`config.mk`:
```
export PLATFORM = sky130hd
export DESIGN_NAME = quadtree_bitmap_decoder
export DESIGN_NICKNAME = d
export VERILOG_FILES = /design/src/hw/rtl/qbd_pkg.sv /design/src/hw/rtl/qbd_step.sv /design/src/hw/rtl/quadtree_bitmap_decoder.sv
export SDC_FILE = /design/constraint.sdc
export NUM_CORES = 1
export LEC_CHECK = 0
export ABC_CLOCK_PERIOD_IN_PS = 25100
export BUFFER_PORTS_ARGS = -buffer_cell sky130_fd_sc_hd__buf_2
export CAP_MARGIN = 40
export CORE_MARGIN = 1.5
export CORE_UTILIZATION = 23
export DETAILED_ROUTE_END_ITERATION = 7
export PLACE_DENSITY = 0.37
export SYNTH_ARGS = -nofsm -noshare
export SYNTH_HDL_FRONTEND = slang
export SYNTH_SLANG_ARGS = --single-unit
```
`constraint.sdc`:
```
create_clock -name clock -period 25.1 [get_ports clock]
set_input_delay 0 -clock clock [delete_from_list [all_inputs] [get_ports clock]]
set_output_delay 0 -clock clock [all_outputs]
set_load 0.02 [all_outputs]
```
`src/hw/rtl/qbd_pkg.sv`:
```
// Shared types and constants for the quadtree bitmap decoder.
// Depends on nothing; used by qbd_step and quadtree_bitmap_decoder.
package qbd_pkg;

   // Default geometry
   localparam int TILE_LOG2_DEF        = 6;
   localparam int MAX_TILES_ACROSS_DEF = 256;
   localparam int MAX_TILES_DOWN_DEF   = 1024;

   // Bits per coded byte, one decode step each
   localparam int STEPS = 8;

   // Field widths
   localparam int BYTE_W     = 8;
   localparam int SQ_X_W     = 14;
   localparam int SQ_Y_W     = 16;
   localparam int SIZE_W     = 3;
   localparam int ACROSS_W   = 9;
   localparam int DOWN_W     = 11;
   localparam int CSR_DATA_W = 11;
   localparam int CSR_IDX_W  = 1;

   // Configuration register indexes
   typedef enum logic [CSR_IDX_W-1:0] {
      CSR_TILES_ACROSS = 1'b0,
      CSR_TILES_DOWN   = 1'b1
   } qbd_csr_type;

   // One fill record
   typedef struct packed {
      logic [SQ_X_W-1:0] square_x;
      logic [SQ_Y_W-1:0] square_y;
      logic [SIZE_W-1:0] size_log2;
      logic              white;
      logic              image_done;
   } qbd_rec_type;

endpackage

```
`src/hw/rtl/qbd_step.sv`:
```
// One bit of quadtree decoding: flag, colour or leaf, with tile advance.
// Depends on qbd_pkg; chained eight deep in quadtree_bitmap_decoder.
module qbd_step #(
   parameter int  TILE_LOG2 = qbd_pkg::TILE_LOG2_DEF,
   parameter int  COL_W     = 8,
   parameter int  ROW_W     = 10,
   localparam int LVL_W     = $clog2(TILE_LOG2 + 1)
) (
   input  logic                        code_bit,
   input  logic [TILE_LOG2-1:0][1:0]   stack_in,
   input  logic [LVL_W-1:0]            level_in,
   input  logic                        colour_in,
   input  logic [COL_W-1:0]            col_in,
   input  logic [ROW_W-1:0]            row_in,
   input  logic                        finished_in,
   input  logic [COL_W-1:0]            across_last,
   input  logic [ROW_W-1:0]            down_last,
   output logic [TILE_LOG2-1:0][1:0]   stack_out,
   output logic [LVL_W-1:0]            level_out,
   output logic                        colour_out,
   output logic [COL_W-1:0]            col_out,
   output logic [ROW_W-1:0]            row_out,
   output logic                        finished_out,
   output logic                        rec_valid,
   output qbd_pkg::qbd_rec_type        rec_out
);
   import qbd_pkg::*;

   localparam int XW = COL_W + TILE_LOG2;
   localparam int YW = ROW_W + TILE_LOG2;

   logic [TILE_LOG2-1:0]      off_x;
   logic [TILE_LOG2-1:0]      off_y;
   logic [LVL_W-1:0]          size_raw;
   logic [LVL_W+SIZE_W-1:0]   size_ext;
   logic [XW+SQ_X_W-1:0]      x_ext;
   logic [YW+SQ_Y_W-1:0]      y_ext;
   logic                      is_flag;
   logic                      found;
   logic [LVL_W-1:0]          pos;

   // Offset inside the tile from the quadrants taken so far
   always_comb begin
      off_x = '0;
      off_y = '0;
      for (int i = 0; i < TILE_LOG2; i++) begin
         if (level_in > LVL_W'(i)) begin
            off_x[TILE_LOG2-1-i] = stack_in[i][0];
            off_y[TILE_LOG2-1-i] = stack_in[i][1];
         end
      end
   end

   assign size_raw = LVL_W'(TILE_LOG2) - level_in;
   assign size_ext = (LVL_W + SIZE_W)'(size_raw);
   assign x_ext    = (XW + SQ_X_W)'({col_in, off_x});
   assign y_ext    = (YW + SQ_Y_W)'({row_in, off_y});
   assign is_flag  = !colour_in && (level_in != LVL_W'(TILE_LOG2));

   // Deepest level whose quadrant is not yet the last one
   always_comb begin
      found = 1'b0;
      pos   = '0;
      for (int i = 0; i < TILE_LOG2; i++) begin
         if ((level_in > LVL_W'(i)) && (stack_in[i] != 2'd3)) begin
            found = 1'b1;
            pos   = LVL_W'(i);
         end
      end
   end

   // Apply the bit to the decode position
   always_comb begin
      stack_out            = stack_in;
      level_out            = level_in;
      colour_out           = colour_in;
      col_out              = col_in;
      row_out              = row_in;
      finished_out         = finished_in;
      rec_valid            = 1'b0;
      rec_out.square_x     = x_ext[SQ_X_W-1:0];
      rec_out.square_y     = y_ext[SQ_Y_W-1:0];
      rec_out.size_log2    = size_ext[SIZE_W-1:0];
      rec_out.white        = code_bit;
      rec_out.image_done   = 1'b0;
      if (!finished_in) begin
         if (is_flag) begin
            if (code_bit) begin
               colour_out = 1'b1;
            end else begin
               // split: descend into top-left quadrant
               for (int i = 0; i < TILE_LOG2; i++) begin
                  if (level_in == LVL_W'(i)) begin
                     stack_out[i] = 2'd0;
                  end
               end
               level_out = level_in + LVL_W'(1);
            end
         end else begin
            // leaf: emit fill and move to the next square
            rec_valid  = 1'b1;
            colour_out = 1'b0;
            if (found) begin
               level_out = pos + LVL_W'(1);
               for (int i = 0; i < TILE_LOG2; i++) begin
                  if (pos == LVL_W'(i)) begin
                     stack_out[i] = stack_in[i] + 2'd1;
                  end
               end
            end else begin
               level_out = '0;
               if (col_in >= across_last) begin
                  col_out = '0;
                  if (row_in >= down_last) begin
                     finished_out       = 1'b1;
                     rec_out.image_done = 1'b1;
                  end else begin
                     row_out = row_in + ROW_W'(1);
                  end
               end else begin
                  col_out = col_in + COL_W'(1);
               end
            end
         end
      end
   end

endmodule

```
`src/hw/rtl/quadtree_bitmap_decoder.sv`:
```
// Top level of the quadtree bitmap decoder: input register, eight-step
// decode chain (qbd_step), fill record bank and configuration registers.
// Depends on qbd_pkg and qbd_step.
//
//   channel  direction  handshake            payload
//   req      in         req_valid/req_ready  req_stream_byte
//   rsp      out        rsp_valid/rsp_ready  rsp_square_x/_y, rsp_size_log2,
//                                            rsp_white, rsp_image_done, rsp_last
//   csr      in         csr_valid/csr_ready  csr_index, csr_wdata
//
// A byte waits in the input register, then all eight bits are decoded
// into the record bank; its first record is offered the next cycle. One
// byte per cycle is sustained while each byte gives at most one record
// and rsp_ready is high; a byte giving more records holds the result port
// until all are taken, since the bank drains one record per cycle. Reset
// is synchronous and needs no clearing pass. A stalled result port holds
// the bank and then the input register; csr_ready is always high.
module quadtree_bitmap_decoder #(
   parameter int TILE_LOG2        = qbd_pkg::TILE_LOG2_DEF,
   parameter int MAX_TILES_ACROSS = qbd_pkg::MAX_TILES_ACROSS_DEF,
   parameter int MAX_TILES_DOWN   = qbd_pkg::MAX_TILES_DOWN_DEF
) (
   input  logic                            clock,
   input  logic                            reset,
   input  logic                            req_valid,
   output logic                            req_ready,
   input  logic [qbd_pkg::BYTE_W-1:0]      req_stream_byte,
   output logic                            rsp_valid,
   input  logic                            rsp_ready,
   output logic [qbd_pkg::SQ_X_W-1:0]      rsp_square_x,
   output logic [qbd_pkg::SQ_Y_W-1:0]      rsp_square_y,
   output logic [qbd_pkg::SIZE_W-1:0]      rsp_size_log2,
   output logic                            rsp_white,
   output logic                            rsp_image_done,
   output logic                            rsp_last,
   input  logic                            csr_valid,
   output logic                            csr_ready,
   input  logic [qbd_pkg::CSR_IDX_W-1:0]   csr_index,
   input  logic [qbd_pkg::CSR_DATA_W-1:0]  csr_wdata
);
   import qbd_pkg::*;

   localparam int LVL_W = $clog2(TILE_LOG2 + 1);
   localparam int COL_W = (MAX_TILES_ACROSS > 1) ? $clog2(MAX_TILES_ACROSS) : 1;
   localparam int ROW_W = (MAX_TILES_DOWN > 1) ? $clog2(MAX_TILES_DOWN) : 1;
   localparam int AC_CW = $clog2(MAX_TILES_ACROSS + 1);
   localparam int DN_CW = $clog2(MAX_TILES_DOWN + 1);
   localparam int AW    = (AC_CW > ACROSS_W) ? AC_CW : ACROSS_W;
   localparam int DW    = (DN_CW > DOWN_W) ? DN_CW : DOWN_W;
   localparam int SEL_W = $clog2(STEPS);

   // Configuration registers
   logic [ACROSS_W-1:0]  tiles_across_ff;
   logic [DOWN_W-1:0]    tiles_down_ff;

   // Decode position
   logic [TILE_LOG2-1:0][1:0] stack_ff;
   logic [LVL_W-1:0]          level_ff;
   logic                      colour_ff;
   logic [COL_W-1:0]          col_ff;
   logic [ROW_W-1:0]          row_ff;
   logic                      finished_ff;

   // Input register
   logic                 s1_valid_ff;
   logic                 s1_valid_in;
   logic [BYTE_W-1:0]    s1_byte_ff;

   // Record bank
   qbd_rec_type          bank_ff [STEPS];
   logic [STEPS-1:0]     pend_ff;
   logic [STEPS-1:0]     pend_in;
   logic [STEPS-1:0]     pend_rest;

   // Decode chain
   logic [TILE_LOG2-1:0][1:0] stack_c [STEPS+1];
   logic [LVL_W-1:0]          level_c [STEPS+1];
   logic [STEPS:0]            colour_c;
   logic [COL_W-1:0]          col_c [STEPS+1];
   logic [ROW_W-1:0]          row_c [STEPS+1];
   logic [STEPS:0]            finished_c;
   logic [STEPS-1:0]          emit_c;
   qbd_rec_type               rec_c [STEPS];

   logic [AW-1:0]        across_ext;
   logic [AW-1:0]        across_lim;
   logic [AW-1:0]        across_m1;
   logic [DW-1:0]        down_ext;
   logic [DW-1:0]        down_lim;
   logic [DW-1:0]        down_m1;
   logic [COL_W-1:0]     across_last;
   logic [ROW_W-1:0]     down_last;
   logic                 bank_free;
   logic                 move;
   logic                 take;
   logic [SEL_W-1:0]     sel;

   // Clamp tile counts to 1..max, then form last index
   assign across_ext  = AW'(tiles_across_ff);
   assign down_ext    = DW'(tiles_down_ff);
   assign across_lim  = (across_ext == '0) ? AW'(1) :
                        (across_ext > AW'(MAX_TILES_ACROSS)) ? AW'(MAX_TILES_ACROSS) :
                        across_ext;
   assign down_lim    = (down_ext == '0) ? DW'(1) :
                        (down_ext > DW'(MAX_TILES_DOWN)) ? DW'(MAX_TILES_DOWN) : down_ext;
   assign across_m1   = across_lim - AW'(1);
   assign down_m1     = down_lim - DW'(1);
   assign across_last = across_m1[COL_W-1:0];
   assign down_last   = down_m1[ROW_W-1:0];

   // Configuration write port
   assign csr_ready = 1'b1;

   always_ff @(posedge clock) begin
      if (reset) begin
         tiles_across_ff <= ACROSS_W'(1);
         tiles_down_ff   <= DOWN_W'(1);
      end else if (csr_valid && csr_ready) begin
         case (csr_index)
            CSR_TILES_ACROSS: tiles_across_ff <= csr_wdata[ACROSS_W-1:0];
            CSR_TILES_DOWN:   tiles_down_ff   <= csr_wdata[DOWN_W-1:0];
            default:          ;
         endcase
      end
   end

   // Eight bit steps, most significant bit first
   assign stack_c[0]    = stack_ff;
   assign level_c[0]    = level_ff;
   assign colour_c[0]   = colour_ff;
   assign col_c[0]      = col_ff;
   assign row_c[0]      = row_ff;
   assign finished_c[0] = finished_ff;

   for (genvar k = 0; k < STEPS; k++) begin : g_step
      qbd_step #(
         .TILE_LOG2 (TILE_LOG2),
         .COL_W     (COL_W),
         .ROW_W     (ROW_W)
      ) u_step (
         .code_bit     (s1_byte_ff[STEPS-1-k]),
         .stack_in     (stack_c[k]),
         .level_in     (level_c[k]),
         .colour_in    (colour_c[k]),
         .col_in       (col_c[k]),
         .row_in       (row_c[k]),
         .finished_in  (finished_c[k]),
         .across_last  (across_last),
         .down_last    (down_last),
         .stack_out    (stack_c[k+1]),
         .level_out    (level_c[k+1]),
         .colour_out   (colour_c[k+1]),
         .col_out      (col_c[k+1]),
         .row_out      (row_c[k+1]),
         .finished_out (finished_c[k+1]),
         .rec_valid    (emit_c[k]),
         .rec_out      (rec_c[k])
      );
   end

   // Handshake: bank takes a new byte when empty or on its final record
   assign pend_rest   = pend_ff & (pend_ff - STEPS'(1));
   assign rsp_valid   = (pend_ff != '0);
   assign take        = rsp_valid && rsp_ready;
   assign bank_free   = (pend_ff == '0) || (take && (pend_rest == '0));
   assign move        = s1_valid_ff && bank_free;
   assign req_ready   = !s1_valid_ff || move;
   assign s1_valid_in = (req_valid && req_ready) || (s1_valid_ff && !move);

   always_comb begin
      if (move) begin
         pend_in = emit_c;
      end else if (take) begin
         pend_in = pend_rest;
      end else begin
         pend_in = pend_ff;
      end
   end

   // Control registers
   always_ff @(posedge clock) begin
      if (reset) begin
         s1_valid_ff <= 1'b0;
         pend_ff     <= '0;
         stack_ff    <= '0;
         level_ff    <= '0;
         colour_ff   <= 1'b0;
         col_ff      <= '0;
         row_ff      <= '0;
         finished_ff <= 1'b0;
      end else begin
         s1_valid_ff <= s1_valid_in;
         pend_ff     <= pend_in;
         if (move) begin
            stack_ff    <= stack_c[STEPS];
            level_ff    <= level_c[STEPS];
            colour_ff   <= colour_c[STEPS];
            col_ff      <= col_c[STEPS];
            row_ff      <= row_c[STEPS];
            finished_ff <= finished_c[STEPS];
         end
      end
   end

   // Payload registers
   always_ff @(posedge clock) begin
      if (req_valid && req_ready) begin
         s1_byte_ff <= req_stream_byte;
      end
      if (move) begin
         for (int k = 0; k < STEPS; k++) begin
            bank_ff[k] <= rec_c[k];
         end
      end
   end

   // Offer the oldest pending record
   always_comb begin
      sel = '0;
      for (int k = STEPS - 1; k >= 0; k--) begin
         if (pend_ff[k]) begin
            sel = SEL_W'(k);
         end
      end
   end

   assign rsp_square_x   = bank_ff[sel].square_x;
   assign rsp_square_y   = bank_ff[sel].square_y;
   assign rsp_size_log2  = bank_ff[sel].size_log2;
   assign rsp_white      = bank_ff[sel].white;
   assign rsp_image_done = bank_ff[sel].image_done;
   assign rsp_last       = (pend_rest == '0);

   // Once finished, the image stays finished until reset
   a_finished_sticky : assert property (@(posedge clock) disable iff (reset)
      finished_ff |=> finished_ff)
      else $error("finished flag dropped");

   // Depth never exceeds the tile size
   a_level_range : assert property (@(posedge clock) disable iff (reset)
      level_ff <= LVL_W'(TILE_LOG2))
      else $error("tree level out of range");

   // Single pixels carry no flag, so no colour is pending at full depth
   a_leaf_no_colour : assert property (@(posedge clock) disable iff (reset)
      (level_ff == LVL_W'(TILE_LOG2)) |-> !colour_ff)
      else $error("colour pending at pixel level");

   // A taken record that is not the last of its byte is followed by another
   a_burst_continues : assert property (@(posedge clock) disable iff (reset)
      (rsp_valid && rsp_ready && !rsp_last) |=> rsp_valid)
      else $error("records of one byte interrupted");

endmodule
```
# [Word-level counts from Yosys, hierarchy flattened]
# Memory sizes are Yosys's and may differ from the RTL's.
# Cells that the tools add are included.
[totals] ff_bits=72 ram_bits=280 inputBits=25 out_inout_bits=39 wordCells=930 memories=1
[classes] addsub=91 order_cmp=66 n_eq_ne=136 muxes=520 n_bitwise=2 n_reduce_logical=98
[mem_list] name="bank_ff" words=8 width=35 read_ports=1 rd_clocked_by_memory_dff=0 wr=8 line="quadtree_bitmap_decoder.sv:70" rtl="qbd_rec_type bank_ff [STEPS];"
[op_table] op="$mux W10" count=42
[op_table] op="$mux W12" count=32
[op_table] op="$mux W8" count=36
[op_table] op="$mux W1" count=242
[op_table] op="$mux W2" count=112
[op_table] op="$mux W3" count=56
[op_table] op="$add A2 B1 Y2 const B" count=48
[op_table] op="$eq A3 B2 Y1 const B" count=32
[op_table] op="$eq A3 B3 Y1 const B" count=32
[op_table] op="$ne A2 B2 Y1 const B" count=48
[op_table] op="$add A10 B1 Y10 const B" count=8
[op_table] op="$ge A10 B10 Y1" count=8
[op_table] op="$add A8 B1 Y8 const B" count=8
[op_table] op="$ge A8 B8 Y1" count=8
[op_table] op="$logic_and A1 B1 Y1" count=61
[op_table] op="$add A3 B1 Y3 const B" count=16
[op_table] op="$eq A3 B1 Y1 const B" count=16
[op_table] op="$gt A3 B1 Y1 const B" count=16
[op_table] op="$gt A3 B2 Y1 const B" count=16
[op_table] op="$gt A3 B3 Y1 const B" count=16
[op_table] op="$logic_not A3 Y1" count=16
[op_table] op="$ne A3 B3 Y1 const B" count=8
[op_table] op="$sub A3 B3 Y3 const A" count=8
[op_table] op="$logic_not A8 Y1" count=2
[op_table] op="other kinds (13)" count=26

# [Longest topological paths before layout]
# Gate-level depths: netlist of run 1.
[logic_depth] word_depth=96 depth_mapped=130 mapped_depth_nobuf=124

# [Cells and area by module]
# A second synthesis of run 1 with hierarchy kept.
[hier_totals] cells_unflattened=3368 hier_area_um2=29988.8
[modules_own_cells] mod="quadtree_bitmap_decoder" n_inst=1 cells_each=1080 area_each_um2=13968.4 seq_area_each_um2=9929.5
[modules_own_cells] mod="qbd_step at g_step[1].u_step ..." n_inst=6 cells_each=287 area_each_um2=1998.2 seq_area_each_um2=0.0
[modules_own_cells] mod="qbd_step at g_step[7].u_step" n_inst=1 cells_each=287 area_each_um2=2035.7 seq_area_each_um2=0.0
[modules_own_cells] mod="qbd_step at g_step[0].u_step" n_inst=1 cells_each=279 area_each_um2=1995.7 seq_area_each_um2=0.0

# [Worst setup path before layout of run 1]
# No wires, ideal clock.
[synth_timing] kind="reg2reg" from="register tiles_across_ff[2], in the netlist across_ext[2]" to="register row_ff[6]" setup_ps=117 arrival_ps=22315 required_ps=24983 path_slack_ps=2667 path_stages_with_launch=130 n_path_buf=7 cell_sequence="dfxtp_1 nor3_1 nand2_1 or3_1 nor2_1 o21ai_0 ha_1 o21a_1 a31oi_1 ha_1 a21o_1 a2111oi_0 o21ai_0 nand4_2 buf_6 or2_1 buf_2 nor2_1 (+94 left out) inv_1 ha_1 nand2b_1 a21oi_1 nor2b_1 o21ai_0 nand2b_1 a21oi_1 nor2b_1 o21ai_0 nand2b_1 a21o_1 maj3_1 a32oi_4 and3_1 buf_4 nand4_1 a32o_1"
[synth_between] elab_cells_between_ends=539 classes_between="add/sub (54); order compare (52); eq/ne (92); mux (282); reduce/logical (59)"
[synth_lines] item="from (decl)" line="quadtree_bitmap_decoder.sv:53" rtl="logic [ACROSS_W-1:0] tiles_across_ff;"
[synth_lines] item="from (signal assigned)" line="quadtree_bitmap_decoder.sv:120" rtl="CSR_TILES_ACROSS: tiles_across_ff <= csr_wdata[ACROSS_W-1:0];"
[synth_lines] item="$gt A9 B9 Y1" line="quadtree_bitmap_decoder.sv:102" rtl="(across_ext > AW'(MAX_TILES_ACROSS)) ? AW'(MAX_TILES_ACROSS) :"
[synth_lines] item="$mux W8" line="quadtree_bitmap_decoder.sv:102"
[synth_lines] item="$mux W8 *" line="quadtree_bitmap_decoder.sv:101" rtl="assign across_lim = (across_ext == '0) ? AW'(1) :"
[synth_lines] item="$sub A8 B1 Y8 *" line="quadtree_bitmap_decoder.sv:106" rtl="assign across_m1 = across_lim - AW'(1);"
[synth_lines] item="$ge A8 B8 Y1 *" line="qbd_step.sv:112" rtl="if (col_in >= across_last) begin"
[synth_lines] item="$mux W10 *" line="qbd_step.sv:112"
[synth_lines] item="$mux W10 *" line="qbd_step.sv:103" rtl="if (found) begin"
[synth_lines] item="$mux W10 *" line="qbd_step.sv:87" rtl="if (is_flag) begin"
[synth_lines] item="(+1 left out)"
[synth_lines] item="via g_step[0].u_step.row_out[7]" line="qbd_step.sv:22" rtl="output logic [ROW_W-1:0] row_out,"
[synth_lines] item="(+6 left out)"
[synth_lines] item="via g_step[1].u_step.row_out[2]" line="qbd_step.sv:22"
[synth_lines] item="(+12 left out)"
[synth_lines] item="via g_step[3].u_step.row_out[1]" line="qbd_step.sv:22"
[synth_lines] item="(+6 left out)"
[synth_lines] item="via g_step[4].u_step.row_out[0]" line="qbd_step.sv:22"
[synth_lines] item="(+11 left out)"
[synth_lines] item="$mux W10 *" line="qbd_step.sv:86" rtl="if (!finished_in) begin"
[synth_lines] item="via g_step[6].u_step.row_out[0]" line="qbd_step.sv:22"
[synth_lines] item="$add A10 B1 Y10 or $ge A10 B10 Y1 (tied branches)" line="qbd_step.sv:118, qbd_step.sv:114"
[synth_lines] item="$mux W10 *" line="qbd_step.sv:114" rtl="if (row_in >= down_last) begin"
[synth_lines] item="$mux W10 *" line="qbd_step.sv:112"
[synth_lines] item="$mux W10 *" line="qbd_step.sv:103"
[synth_lines] item="$mux W10 *" line="qbd_step.sv:87"
[synth_lines] item="$mux W10 *" line="qbd_step.sv:86"
[synth_lines] item="to (signal assigned)" line="quadtree_bitmap_decoder.sv:199" rtl="row_ff <= row_c[STEPS];"
[synth_lines] item="to (decl)" line="quadtree_bitmap_decoder.sv:61" rtl="logic [ROW_W-1:0] row_ff;"
# The timed path passes the listed nets; every way through them passes the cells marked *.
# A chain may end at the register's enable or synchronous reset.

# [Worst setup path after layout of run 1]
[layout_timing] from="register tiles_across_ff[2], in the netlist across_ext[2]" to="register row_ff[7]"
[layout_between] elab_cells_between_ends=539 classes_between="add/sub (54); order compare (52); eq/ne (92); mux (282); reduce/logical (59)"
[layout_lines] item="$gt A9 B9 Y1" line="quadtree_bitmap_decoder.sv:102"
[layout_lines] item="$mux W8" line="quadtree_bitmap_decoder.sv:102"
[layout_lines] item="$mux W8 *" line="quadtree_bitmap_decoder.sv:101"
[layout_lines] item="$sub A8 B1 Y8 *" line="quadtree_bitmap_decoder.sv:106"
[layout_lines] item="$ge A8 B8 Y1 *" line="qbd_step.sv:112"
[layout_lines] item="$mux W10 *" line="qbd_step.sv:112"
[layout_lines] item="$mux W10 *" line="qbd_step.sv:103"
[layout_lines] item="$mux W10 *" line="qbd_step.sv:87"
[layout_lines] item="(+1 left out)"
[layout_lines] item="via g_step[0].u_step.row_out[2]" line="qbd_step.sv:22"
[layout_lines] item="(+6 left out)"
[layout_lines] item="via g_step[1].u_step.row_out[6]" line="qbd_step.sv:22"
[layout_lines] item="(+6 left out)"
[layout_lines] item="via g_step[2].u_step.row_out[2]" line="qbd_step.sv:22"
[layout_lines] item="(+12 left out)"
[layout_lines] item="via g_step[4].u_step.row_out[2]" line="qbd_step.sv:22"
[layout_lines] item="(+11 left out)"
[layout_lines] item="$mux W10 *" line="qbd_step.sv:86"
[layout_lines] item="via g_step[6].u_step.row_out[0]" line="qbd_step.sv:22"
[layout_lines] item="$add A10 B1 Y10 or $ge A10 B10 Y1 (tied branches)" line="qbd_step.sv:118, qbd_step.sv:114"
[layout_lines] item="$mux W10 *" line="qbd_step.sv:114"
[layout_lines] item="$mux W10 *" line="qbd_step.sv:112"
[layout_lines] item="$mux W10 *" line="qbd_step.sv:103"
[layout_lines] item="$mux W10 *" line="qbd_step.sv:87"
[layout_lines] item="$mux W10 *" line="qbd_step.sv:86"
# Marks and branches as above.

==> results of run 1 <==
==> cell families after synthesis <==
logic type,count (synthesis),share of synthesized area
compound gates,760,0.187
flops,352,0.334
other cells,1,0.000126
simple gates,1120,0.198
fa+ha+maj,282,0.119
mux,162,0.0864
buf+inv,312,0.0431
xor+xnor,108,0.0330
==> worst max-delay path by stage <==
stage,startpoint,end,slack [ps],depth (start not counted)
floorplan,across_ext[2]$_SDFFE_PP0P_,row_ff[6]$_SDFFE_PP0P_,2670,129
global placement,across_ext[2]$_SDFFE_PP0P_,row_ff[7]$_SDFFE_PP0P_,-150,123
detailed placement,across_ext[2]$_SDFFE_PP0P_,row_ff[7]$_SDFFE_PP0P_,-370,123
CTS,across_ext[2]$_SDFFE_PP0P_,row_ff[7]$_SDFFE_PP0P_,60,125
global route,across_ext[2]$_SDFFE_PP0P_,row_ff[7]$_SDFFE_PP0P_,-10,126
finish,across_ext[2]$_SDFFE_PP0P_,row_ff[7]$_SDFFE_PP0P_,1810,125
==> stage by stage <==
stage | hold WS (ps) | util | instance area [um^2]
floorplan | 98.9 | - | 29700
global placement | 180 | 0.255 | 32600
detailed placement | 178 | 0.257 | 32800
CTS | 19.8 | 0.273 | 35000
global route | 55.5 | 0.275 | 35200
finish | 64.8 | 0.275 | 35200
==> sequential cells by signal, summed over array words and instances, names as in the netlist <==
signal       flops
pend_ff          8
level_ff         3
s1_valid_ff      1
finished_ff      1
colour_ff        1
stack_c         12
down_ext        11
s1_byte_ff       8
across_ext       9
row_ff          10
bank_ff        280
col_ff           8
==> cell type report <==
type,count,area share
inverters,195,0.0212
repair buffers,269,0.0601
clock inverters,33,0.0111
multi-input cells,2433,0.531
flip-flops and latches,352,0.282
well taps,1662,0.0591
clock buffers,54,0.0351
diodes,1,0.0000711
==> repair_timing <==
action	in CTS	in global routing
gates resized for setup	5	28
hold buffers	48	0
hold endpoints to repair	50	0
setup buffers	0	10
pin swaps	0	8
endpoints found under the setup margin	12	23
==> cell usage after synthesis, drive strengths merged, types with 34 or more instances <==
| master | n | area, um^2 |
|---|---|---|
| mux4 | 70 | 1580 |
| nand2 | 244 | 936 |
| mux2 | 52 | 589 |
| a21oi | 172 | 883 |
| nor2 | 291 | 1110 |
| nor4 | 41 | 363 |
| buf | 48 | 287 |
| o21ai | 145 | 748 |
| ha | 279 | 3490 |
| xor2 | 35 | 333 |
| a21o | 46 | 345 |
| edfxtp | 288 | 8650 |
| mux2i | 40 | 400 |
| xnor2 | 73 | 647 |
| and2 | 49 | 308 |
| inv | 191 | 719 |
| clkbuf | 69 | 259 |
| and3 | 41 | 257 |
| o31ai | 34 | 307 |
| nor3 | 94 | 533 |
| dfxtp | 64 | 1280 |
| nand4 | 44 | 307 |
| nand2b | 55 | 344 |
| a31oi | 35 | 262 |
| nor2b | 45 | 282 |
| nand3 | 99 | 518 |
==> per-layer routing <==
metal | global-route usage | routed length, um
met1 | 0.265 | 59700
met2 | 0.313 | 59300
met3 | 0.0248 | 5770
met4 | 0.0418 | 2690
met5 | 0 | 13
==> worst max-delay path: cells and delay by family (launching register included) <==
kind                     cells  cell delay [ps]
XOR/XNOR                     7             1570
AND/OR/NAND/NOR             46             6600
multiplexers                 1              330
adder cells (fa/ha/maj)     10             3120
buffers and inverters        9             1490
AO/OA/AOI/OAI               52             9720
flip-flops                   1              360
==> layout by cell type (no fill, tap or decap), types with 46 or more instances in the layout <==
master,instances
a21o_1,46
a21oi_1,166
buf_2,64
buf_4,148
clkbuf_16,48
dfxtp_1,64
dlygate4sd3_1,48
edfxtp_1,288
ha_1,279
inv_1,180
mux2_2,51
mux4_2,70
nand2_1,236
nand2b_1,55
nand3_1,96
nor2_1,283
nor3_1,81
o21ai_0,128
xnor2_1,65
==> impl_metrics.tcl, run 1 <==
set metrics [dict create \
    slowest_stage "or3_4" \
    status "finished clean" \
    setup.worst_path.start_class "flop" \
    die_y_um 362 \
    start_util 0.232 \
    crit_type "flop to flop" \
    io_pins 64 \
    clk_latency_ps 650 \
    max_stage_delay_ps 470 \
    min_period_ps 23290 \
    placed_cells 4853 \
    grt_usage 0.190 \
    max_clock_freq_ghz 0.0429 \
    overflow 0 \
    area_growth_pct 18.5 \
    die_w_um 362 \
    rr_worst_depth 125 \
    syn-num-nets 3401 \
    routed_wl_mm 127 \
    routedWlPerCell_um 25.5 \
    synth.avg_cell_area_um2 9.59 \
    hp-start "req_stream_byte[7]" \
    clock_path_buffers 3 \
    r2r-start "across_ext[2]$_SDFFE_PP0P_" \
    synth_warnings 0 \
    core_um2 128000 \
    timing.rr.end "row_ff[7]$_SDFFE_PP0P_" \
    max_slew.worst_pin.slew_ps 972 \
    clock-root-buffer "clkbuf_16" \
    grt_max_degree 104 \
    clk_pin_slew_worst_paths_ps 70 \
    synth-async-reset-ratio 0 \
    nets 3602 \
    synthCells 3097 \
    relSlewSlack 0.346 \
    dr.first_iter.drc_count 2133 \
    cts_buffers 47 \
    path_max_fanout 9 \
    hpwl_mm 99.8 \
    synth_ff_type "edfxtp_1" \
    worstSetupEndpointType "flop" \
    hold_path.class "primary input to flop" \
    worstPathArrival_ps 23820 \
    synth-edff-count 288 \
    synth_seq_cells 352 \
    timing.final.hold_violations 0 \
    synth_seq_area_share 0.334 \
    cts_tree "done" \
    clock_sinks 352 \
    slew_viol_final 0 \
    skew_ps 37.6 \
    firstDrtPassIters 7 \
    worstHoldPathCells 2 \
    tns_ps 0 \
    crit_required_ps 25630 \
    cts_htree_levels 2 \
    drc 0 \
    first_global_vias 25000 \
    reg2reg_slack_ps 1810 \
    syn_area_um2 29700 \
    ys_types 138 \
    preCtsSetupSlack_ps -374 \
    hold_path_end "s1_byte_ff[7]$_DFFE_PP_" \
    multi_input_area_um2 18700 \
    port_buffers 62 \
    drive_above_1_share 0.176 \
    gp_congestion 0.888 \
    final.setup.worst_slack_ps 1810 \
    dieArea_um2 131000 \
    detail-route-antenna-nets 0 \
    fillers 13600 \
    antenna_found_initial 9 \
    setup_viol 0 \
    vias 25700 \
    grt_pass1_wl_mm 182 \
    cp_common_cell "nand2b_1" \
    seqCellArea_um2 9930 \
    min_period_over_period 0.928 \
    rows 131 \
    stdcell_count 4999 \
    vias_per_cell 5.14 \
    drv_cap 0 \
]
Power of run 1 is left out: the tool's default activity adds up to more than one toggle a clock period on the data nets, which glitch-free logic cannot reach.
==> inputs of run 2 (changes only) <==
- CORE_UTILIZATION: 23 -> 65
- PLACE_DENSITY: 0.37 -> 0.82
==> impl_metrics.tcl, run 2 (same netlist as run 1, synthesis figures left out) <==
set metrics [dict create \
    vias_per_cell 7.26 \
    grt_max_degree 174 \
    worstHoldPathCells 5 \
    regMostFlops "bank_ff" \
    num_antenna_cells 0 \
    hold_path_end "pend_ff[1]$_SDFFE_PP0P_" \
    cts_tree "done" \
    cp_common_cell "a21o_1" \
    timing.final.hold_violations 0 \
    setup.worst_path.start_class "flop" \
    max_stage_delay_ps 810 \
    crit_type "flop to flop" \
    skew_ps 26.9 \
    stdcell_count 3843 \
    rr_worst_depth 108 \
    area_growth_pct 10.9 \
    overflow 0 \
    nets 3514 \
    min_period_over_period 0.952 \
    cts_htree_levels 2 \
    hold_path.class "primary input to flop" \
    core_um2 45200 \
    routed_wl_mm 107 \
    max_slew.worst_pin.slew_ps 981 \
    first_global_vias 26300 \
    vias 27900 \
    slew_viol_final 0 \
    largest_reg_flops 280 \
    timing.rr.end "row_ff[7]$_SDFFE_PP0P_" \
    grt_usage 0.447 \
    cts_buffers 41 \
    drv_cap 0 \
    placed_cells 3704 \
    antenna_found_initial 7 \
    relSlewSlack 0.342 \
    worstSetupEndpointType "flop" \
    reg2reg_slack_ps 1210 \
    drc 0 \
    die_w_um 217 \
    clock-root-buffer "clkbuf_16" \
    setup_viol 0 \
    min_period_ps 23890 \
    dieArea_um2 47000 \
    r2r-start "level_ff[0]$_SDFFE_PP0P_" \
    routedWlPerCell_um 27.9 \
    clk_latency_ps 590 \
    worstPathArrival_ps 24370 \
    clock_path_buffers 3 \
    io_pins 64 \
    grt_pass1_wl_mm 158 \
    start_util 0.657 \
    final_cell_mix "edfxtp_1 (288), nor2_1 (280), ha_1 (279), nand2_1 (236), inv_1 (180)" \
    tns_ps 0 \
    die_y_um 217 \
    port_buffers 62 \
    clock_sinks 352 \
    slowest_stage "xnor2_1" \
    status "finished clean" \
    clk_pin_slew_worst_paths_ps 60 \
    crit_required_ps 25580 \
    detail-route-antenna-nets 0 \
    hp-start "rsp_ready" \
    path_max_fanout 13 \
    rows 78 \
    firstDrtPassIters 6 \
    drive_above_1_share 0.155 \
    final_common_cell "edfxtp_1" \
    max_clock_freq_ghz 0.0419 \
    dr.first_iter.drc_count 4223 \
    gp_congestion 1.03 \
    hpwl_mm 78.9 \
]
==> run 2: final cells by class <==
cell class / count / area [um^2]
sequential: 352 / 9930
timing repair buffer: 187 / 1430
clock buffer: 56 / 1150
fill: 3232 / 12200
clock inverter: 20 / 165
inverter: 195 / 742
multi-input combinational: 2433 / 18800
tap: 600 / 751
==> run 2: timing repair <==
item	4_1_cts	5_1_grt
hold buffers	45	0
pin swaps	1	9
resized for setup	5	45
hold endpoints to repair	61	0
buffers inserted	2	15
endpoints found under the setup margin	10	35
==> run 2: through the flow <==
stage	util	worst slack, ps	area, um^2	hold slack, ps
6_report	0.729	1210	32900	45.2
3_5_place_dp	0.681	-235	30800	178
3_3_place_gp	0.679	425	30700	178
2_1_floorplan	-	2670	29700	98.9
5_1_grt	0.729	-290	32900	71.7
4_1_cts	0.721	302	32600	9.93
==> run 2: per-layer routing <==
layer	wire length [um]	global-route usage	vias up
met3	14300	0.103	471
met1	40000	0.603	13300
li1	-	-	11900
met2	45700	0.663	2261
met5	43	0	-
met4	7020	0.258	8
==> run 2: how the worst max path moves through the flow <==
stage,start,to,slack [ps],cells after the start
after CTS,across_ext[2]$_SDFFE_PP0P_,row_ff[7]$_SDFFE_PP0P_,300,123
after global placement,across_ext[2]$_SDFFE_PP0P_,row_ff[7]$_SDFFE_PP0P_,430,123
final,level_ff[0]$_SDFFE_PP0P_,row_ff[7]$_SDFFE_PP0P_,1210,108
after detailed placement,across_ext[2]$_SDFFE_PP0P_,row_ff[6]$_SDFFE_PP0P_,-230,122
after global routing,across_ext[2]$_SDFFE_PP0P_,row_ff[7]$_SDFFE_PP0P_,-290,126
after floorplan,across_ext[2]$_SDFFE_PP0P_,row_ff[6]$_SDFFE_PP0P_,2670,129
==> run 2: worst max-delay path: cells and delay by family (launching register included) <==
family / cells / cell delay [ps]
adder cells (fa/ha/maj): 11 / 3400
buffers and inverters: 6 / 980
AND/OR/NAND/NOR: 44 / 8500
AO/OA/AOI/OAI: 41 / 7660
XOR/XNOR: 4 / 1920
flip-flops: 1 / 670
multiplexers: 2 / 590
Power of run 2 is left out for the same reason.
